## src/rtl/lwse_pkg.sv

```systemverilog
package lwse_pkg;

   // Field widths of the request and response words.
   localparam int BIN_W  = 13;
   localparam int MAG_W  = 24;
   localparam int FRAC_W = 16;
   localparam int SUM_W  = 37;
   localparam int STAT_W = 2;

   // Smallest half-width of the smoothing window.
   localparam logic [BIN_W-1:0] MIN_HALF_WIDTH = BIN_W'(3);

   // Register reset values.
   localparam logic [BIN_W-1:0]  BIN_COUNT_RESET      = BIN_W'(1025);
   localparam logic [FRAC_W-1:0] WIDTH_FRACTION_RESET = FRAC_W'(16384);

   // Register indexes on the configuration port.
   localparam logic CSR_BIN_COUNT      = 1'b0;
   localparam logic CSR_WIDTH_FRACTION = 1'b1;

   // Request kinds.
   localparam logic REQ_LOAD  = 1'b0;
   localparam logic REQ_QUERY = 1'b1;

   // Response status codes.
   localparam logic [STAT_W-1:0] STATUS_OK      = 2'd0;
   localparam logic [STAT_W-1:0] STATUS_RANGE   = 2'd1;
   localparam logic [STAT_W-1:0] STATUS_PENDING = 2'd2;

   typedef struct packed {
      logic              req_type;
      logic [BIN_W-1:0]  bin_index;
      logic [MAG_W-1:0]  magnitude;
   } request_word_type;

   typedef struct packed {
      logic [MAG_W-1:0]  envelope;
      logic [STAT_W-1:0] status;
   } response_word_type;

   // Query sequencer states.
   typedef enum logic [2:0] {
      ST_IDLE,
      ST_HALF,
      ST_READ_HI,
      ST_READ_LO,
      ST_DIVIDE
   } lwse_state_type;

endpackage

```

## src/rtl/lwse_divider.sv

```systemverilog
module lwse_divider (
   input  logic                       clock,
   input  logic                       reset,
   input  logic                       start,
   input  logic [lwse_pkg::SUM_W-1:0] dividend,
   input  logic [lwse_pkg::BIN_W-1:0] divisor,
   output logic                       done,
   output logic [lwse_pkg::SUM_W-1:0] quotient
);

   import lwse_pkg::*;

   localparam int CNT_W = $clog2(SUM_W);

   logic             active_ff, active_in;
   logic             done_ff, done_in;
   logic [CNT_W-1:0] count_ff, count_in;
   logic [BIN_W-1:0] rem_ff, rem_in;
   logic [SUM_W-1:0] quo_ff, quo_in;
   logic [BIN_W-1:0] div_ff, div_in;
   logic [BIN_W:0]   trial;
   logic [BIN_W:0]   diff;

   // One restoring step a cycle: the dividend shifts out of the top of the
   // quotient register while quotient bits shift in at the bottom.
   always_comb begin
      trial     = {rem_ff, quo_ff[SUM_W-1]};
      diff      = trial - {1'b0, div_ff};
      active_in = active_ff;
      done_in   = 1'b0;
      count_in  = count_ff;
      rem_in    = rem_ff;
      quo_in    = quo_ff;
      div_in    = div_ff;
      if (start) begin
         active_in = 1'b1;
         count_in  = CNT_W'(SUM_W - 1);
         rem_in    = '0;
         quo_in    = dividend;
         div_in    = divisor;
      end else if (active_ff) begin
         if (trial >= {1'b0, div_ff}) begin
            rem_in = diff[BIN_W-1:0];
            quo_in = {quo_ff[SUM_W-2:0], 1'b1};
         end else begin
            rem_in = trial[BIN_W-1:0];
            quo_in = {quo_ff[SUM_W-2:0], 1'b0};
         end
         count_in = count_ff - CNT_W'(1);
         if (count_ff == '0) begin
            active_in = 1'b0;
            done_in   = 1'b1;
         end
      end
   end

   always_ff @(posedge clock) begin
      if (reset) begin
         active_ff <= 1'b0;
         done_ff   <= 1'b0;
         count_ff  <= '0;
      end else begin
         active_ff <= active_in;
         done_ff   <= done_in;
         count_ff  <= count_in;
      end
      rem_ff <= rem_in;
      quo_ff <= quo_in;
      div_ff <= div_in;
   end

   assign done     = done_ff;
   assign quotient = quo_ff;

endmodule

```

## config.mk

```make
export PLATFORM = sky130hd
export DESIGN_NAME = lwse_divider
export DESIGN_NICKNAME = d
export VERILOG_FILES = /design/src/rtl/lwse_pkg.sv /design/src/rtl/lwse_divider.sv
export SDC_FILE = /design/constraint.sdc
export NUM_CORES = 1
export LEC_CHECK = 0
export BUFFER_PORTS_ARGS = -buffer_cell sky130_fd_sc_hd__buf_2
export CAP_MARGIN = 0
export CORE_AREA = 2 2 102 80
export DETAILED_ROUTE_END_ITERATION = 8
export DIE_AREA = 0 0 104 82
export GPL_TIMING_DRIVEN = 0
export PLACE_DENSITY = 0.74
export REMOVE_ABC_BUFFERS = 1
export SYNTH_ARGS = -nofsm -noshare
export SYNTH_HDL_FRONTEND = slang
export SYNTH_SLANG_ARGS = --single-unit
```

## constraint.sdc

```tcl
create_clock -name clock -period 3.5 [get_ports clock]
set_input_delay 0.525 -clock clock [delete_from_list [all_inputs] [get_ports clock]]
set_output_delay 0.525 -clock clock [all_outputs]
set_load 0.05 [all_outputs]
```

# Yosys cells after proc, flatten, opt, wreduce, memory -nomap -nowiden
# Index checks and enable logic that the tools add are counted.
# op_classes
n_addsub	2
magnitude_cmp	1
n_mux	10
bitwise_logic	1
n_reduce_logical	4
# ops
cell	count
$mux W37	2
$ge A14 B13 Y1	1
$mux W13	1
$sub A13 B13 Y13	1
$mux W6	2
$logic_not A6 Y1	1
$sub A6 B1 Y6 const B	1
$mux W1	5
$reduce_or A3 Y1	1
$reduce_bool A2 Y1	1
$reduce_or A2 Y1	1
$not A1 Y1	1
# word_totals
register_bits	71

# Longest topological paths before layout
# depth
depth_word	4
mapped_depth	11

# Worst setup path before layout
# No wires, ideal clock.
# synth_path
path_kind	register to register
startpoint	register quo_ff[36] (netlist: quotient[36])
endpoint	register quo_ff[0] (netlist: quotient[0]), data pin
t_arrival_ns	2.514
required_time_ns	3.240
setup_slack_ns	0.726
path_stages_with_launch	11
n_path_buf	1
path_cell_list	edfxtp_1 inv_1 ha_1 inv_1 fa_1 a21oi_1 nor3b_1 o311ai_2 nand2_4 buf_6 mux2_2
# synth_via
elab_chain_cells	4
# synth_lines
item	line_no	source
start: declaration	lwse_divider.sv:19	logic [SUM_W-1:0] quo_ff, quo_in;
start signal: assignment	lwse_divider.sv:68	quo_ff <= quo_in;
$ge A14 B13 Y1	lwse_divider.sv:42	if (trial >= {1'b0, div_ff}) begin
$mux W1	lwse_divider.sv:42	
$mux W37	lwse_divider.sv:41	end else if (active_ff) begin
$mux W37	lwse_divider.sv:35	if (start) begin
via quo_in[0]	lwse_divider.sv:19	
# The timed path passes the listed nets, and every way through them passes these cells. The select of a mux whose other input is x is not followed.
# A chain may end at the register's enable or synchronous reset.

# Final worst setup path
# layout_path
startpoint	register quo_ff[36] (netlist: quotient[36])
endpoint	register rem_ff[0]
# layout_via
elab_chain_cells	2
word_cells_on_any_way	3
classes_between	1 x add/sub; 1 x order compare; 1 x mux
# layout_lines
item	line_no	source
$sub A13 B13 Y13 or $ge A14 B13 Y1 (tied branches)	lwse_divider.sv:28, lwse_divider.sv:42	
$mux W13 (*)	lwse_divider.sv:42	
end signal: assignment	lwse_divider.sv:67	rem_ff <= rem_in;
end: declaration	lwse_divider.sv:18	logic [BIN_W-1:0] rem_ff, rem_in;
# Every way passes the cells marked *; elsewhere a longest branch is shown, timed or not.

==> run metrics <==
drt initial violations=roughly 140; Hold Buf Count CTS=0; Compound-Gate Fraction of Synth Area=around 11%; drt pass-1 iters=5; Core Rows=28; # DRC=0; min-delay worst type=in -> reg; Static Leak=between 1.5 and 2 nW; worst path cell trace=inv_1 -> ha_1 -> inv_1 -> fa_1 -> a21oi_1 -> nor3b_1 -> o311ai_2 -> nand2_4 -> mux2_4 -> a211oi_2; Tot GR Track Use=18.3%; layout cells sized above 1=38.2%; core area=7570 µm²; Synth Area in XOR/XNOR=3.11%; clk buf depth=2; RSZ-0062 raised after global routing=false; Final nets=466; Max Freq=358 MHz; antenna-violating nets left=0; Critical Path AT=3.05 ns; Most common cell on crit path=inv_1; vias in the first global route=2543; largest family of logic cells by synthesized area=multiplexers; I/O pin cnt=91; CP required=3.76 ns; die area=between 8000 and 9000 µm²; Setup Viol. Count Final=0; clk_skew=0.00938 ns; Tcrit/Tclk final=79.7%; Die H=82 µm; Seq. cell area=roughly 1900 µm²; critical path class=reg -> reg; number of diodes=0; M2 GR Usage=28.7%; Cell Pwr Density=511 nW/µm²; H-tree level count=3; Core Util, Final=58.4%; Synth area leaders=edfxtp_1 (41%), dfxtp_1 (11%), mux2_2 (11%); CTS sink cnt=71; mux cell area share after synthesis=13.2%; CTS tree=built; Crit. Startpoint=quotient[36]$_DFFE_PP_; commonest non-fill, non-tap cell in the layout=buf_2; crit-path max FO=16; Finished Layout Cells=506; Fillers=636; relative slew slack=34.5%; vias=roughly 2700; first-pass GRT wire length=12300 µm; placer's final routability congestion estimate=0.885; DRT Wirelength=roughly 7500 µm; Mapped Area=3660 µm²; met1 Resource Use GR=23.1%; pre-CTS setup slack=0.388 ns; total grt overflow=0; GR Util met3=roughly 8.9%; Critical R2R Launch=quotient[36]$_DFFE_PP_; hold path start=divisor[6]; Synth Area in Adders=5.67%; number of max-cap violations=0; WL per Instance=14.8 µm; cell taking the most area after synthesis=edfxtp_1; CTS root buf=clkbuf_8; worst slew pin tran=0.982 ns; Critical-path top delay cell=o311ai_2; post-CTS setup buffers=0; die extent in x=104 µm; multi-input logic area=1610 µm²; largest net degree at the start of global routing=73; post-synthesis sequential area ratio=52.5%; DP Area=approximately 4200 µm²; Starting Density=a little under 50%; final hold viol count=0; post-synthesis simple-gate area fraction=between 10% and 20%; Critical Path Source Type=flip-flop; Synth top area share=around two fifths; area growth from synthesis to layout=20.7%; Synth Register Bits=71; Vias per Instance=5.31; status=finished clean; post_cts resized=0; busiest layer in global routing=met2; most frequent cells in the layout=buf_2 (89), edfxtp_1 (50), mux2_2 (37); initial antenna violation count=0; library cells used by synthesis=54; Reg clk slew, reported paths=about 0.08 ns; CP endpoint kind=flip-flop; maximum VDD drop=0.000279 V; Slew Viols, Final=0; IO Port Bufs=90; Mapped Avg Cell Area=11.9 µm²; Synth warnings=0; Syn Inst Count=308; post-DP HPWL=5220 µm; CTS buffer count=9; PnR worst setup slack=between 0.7 and 0.8 ns; post-route cell area=4420 µm²; Tmin final=2.79 ns; CP max stage delay=0.50 ns; # placed instances=490; later-pin clock latency in the skew report=0.34 ns
-- per-layer routing --
| metal | part of all wire [%] | wire, µm |
|---|---|---|
| met1 | 45 | 3360 |
| met2 | 45 | 3390 |
| met3 | 9.2 | 692 |
| met4 | 0.77 | 58 |
| met5 | 0 | 0 |
-- area by class of cell --
cell class | count | share of cell area (%)
flip-flops and latches | 71 | 43.5
well taps | 105 | 2.97
clock inverters | 6 | 2.12
clock buffers | 9 | 2.80
repair buffers | 91 | 10.7
multi-input cells | 206 | 36.4
inverters | 18 | 1.53
-- worst paths after layout --
| path | to | depth (start not counted) | slack, ns |
|---|---|---|---|
| worst max-delay path | rem_ff[0]$_SDFFE_PP0P_ | 10 | 0.71 |
| worst min-delay path | div_ff[6]$_DFFE_PP_ | 1 | 0.35 |
| worst max register to register | rem_ff[0]$_SDFFE_PP0P_ | 10 | 0.71 |
| worst min register to register | rem_ff[8]$_SDFFE_PP0P_ | 2 | 0.49 |
-- cell families after synthesis --
group	count (synthesis)
AO/OA/AOI/OAI	51
XOR/XNOR	13
multiplexers	43
AND/OR/NAND/NOR	83
buffers and inverters	31
flip-flops	71
adder cells (fa/ha/maj)	16
-- report_power, final --
part | internal, mW | switching [mW]
combinational | 0.176 | 0.331
clock | 0.402 | 0.323
sequential | 0.985 | 0.0439
total | 1.56 | 0.698
-- sequential cells by signal, indices dropped and copies added, names as in the netlist --
signal,cells
count_ff,6
active_ff,1
done,1
quotient,37
div_ff,13
rem_ff,13
-- worst max-delay path, delay by kind of cell (launching register included) --
family	cells	cell delay (ns)
adders and majority gates	2	0.57
muxes	1	0.37
DFF	1	0.39
buffers and inverters	2	0.15
AOI/OAI and AO/OA	3	0.88
and+or+nand+nor	2	0.36
-- cells in the mapped netlist, drive strengths merged --
| cell | instances |
|---|---|
| clkbuf | 8 |
| nor2 | 20 |
| nor4 | 1 |
| inv | 18 |
| a311oi | 3 |
| fa | 1 |
| nand2b | 1 |
| edfxtp | 50 |
| o21a | 2 |
| o31a | 4 |
| o31ai | 2 |
| ha | 15 |
| or4 | 1 |
| nor3 | 8 |
| or3 | 2 |
| o311ai | 2 |
| nand2 | 26 |
| o211ai | 2 |
| a21o | 3 |
| nand4b | 1 |
| xnor2 | 10 |
| a211oi | 5 |
| and2b | 1 |
| a21boi | 2 |
| nand4 | 2 |
| nor4bb | 1 |
| o2111ai | 2 |
| and3 | 2 |
| nor4b | 2 |
| o21ai | 8 |
| buf | 5 |
| or2 | 1 |
| nor2b | 3 |
| and2 | 1 |
| dfxtp | 21 |
| xor2 | 3 |
| a21oi | 12 |
| a2111oi | 2 |
| nand3 | 9 |
| mux2i | 5 |
| mux2 | 38 |
| nor3b | 1 |
| a31oi | 1 |
| a31o | 1 |
-- stage by stage --
step	power [mW]	hold WS, ns	setup TNS (ns)
3_3_place_gp	1.54	0.482	-6.80
4_1_cts	2.28	0.334	0
2_1_floorplan	1.41	0.453	0
6_report	2.26	0.354	0
3_5_place_dp	1.55	0.483	0
5_1_grt	2.36	0.333	0
No activity file was read; power rests on OpenSTA's default activity.
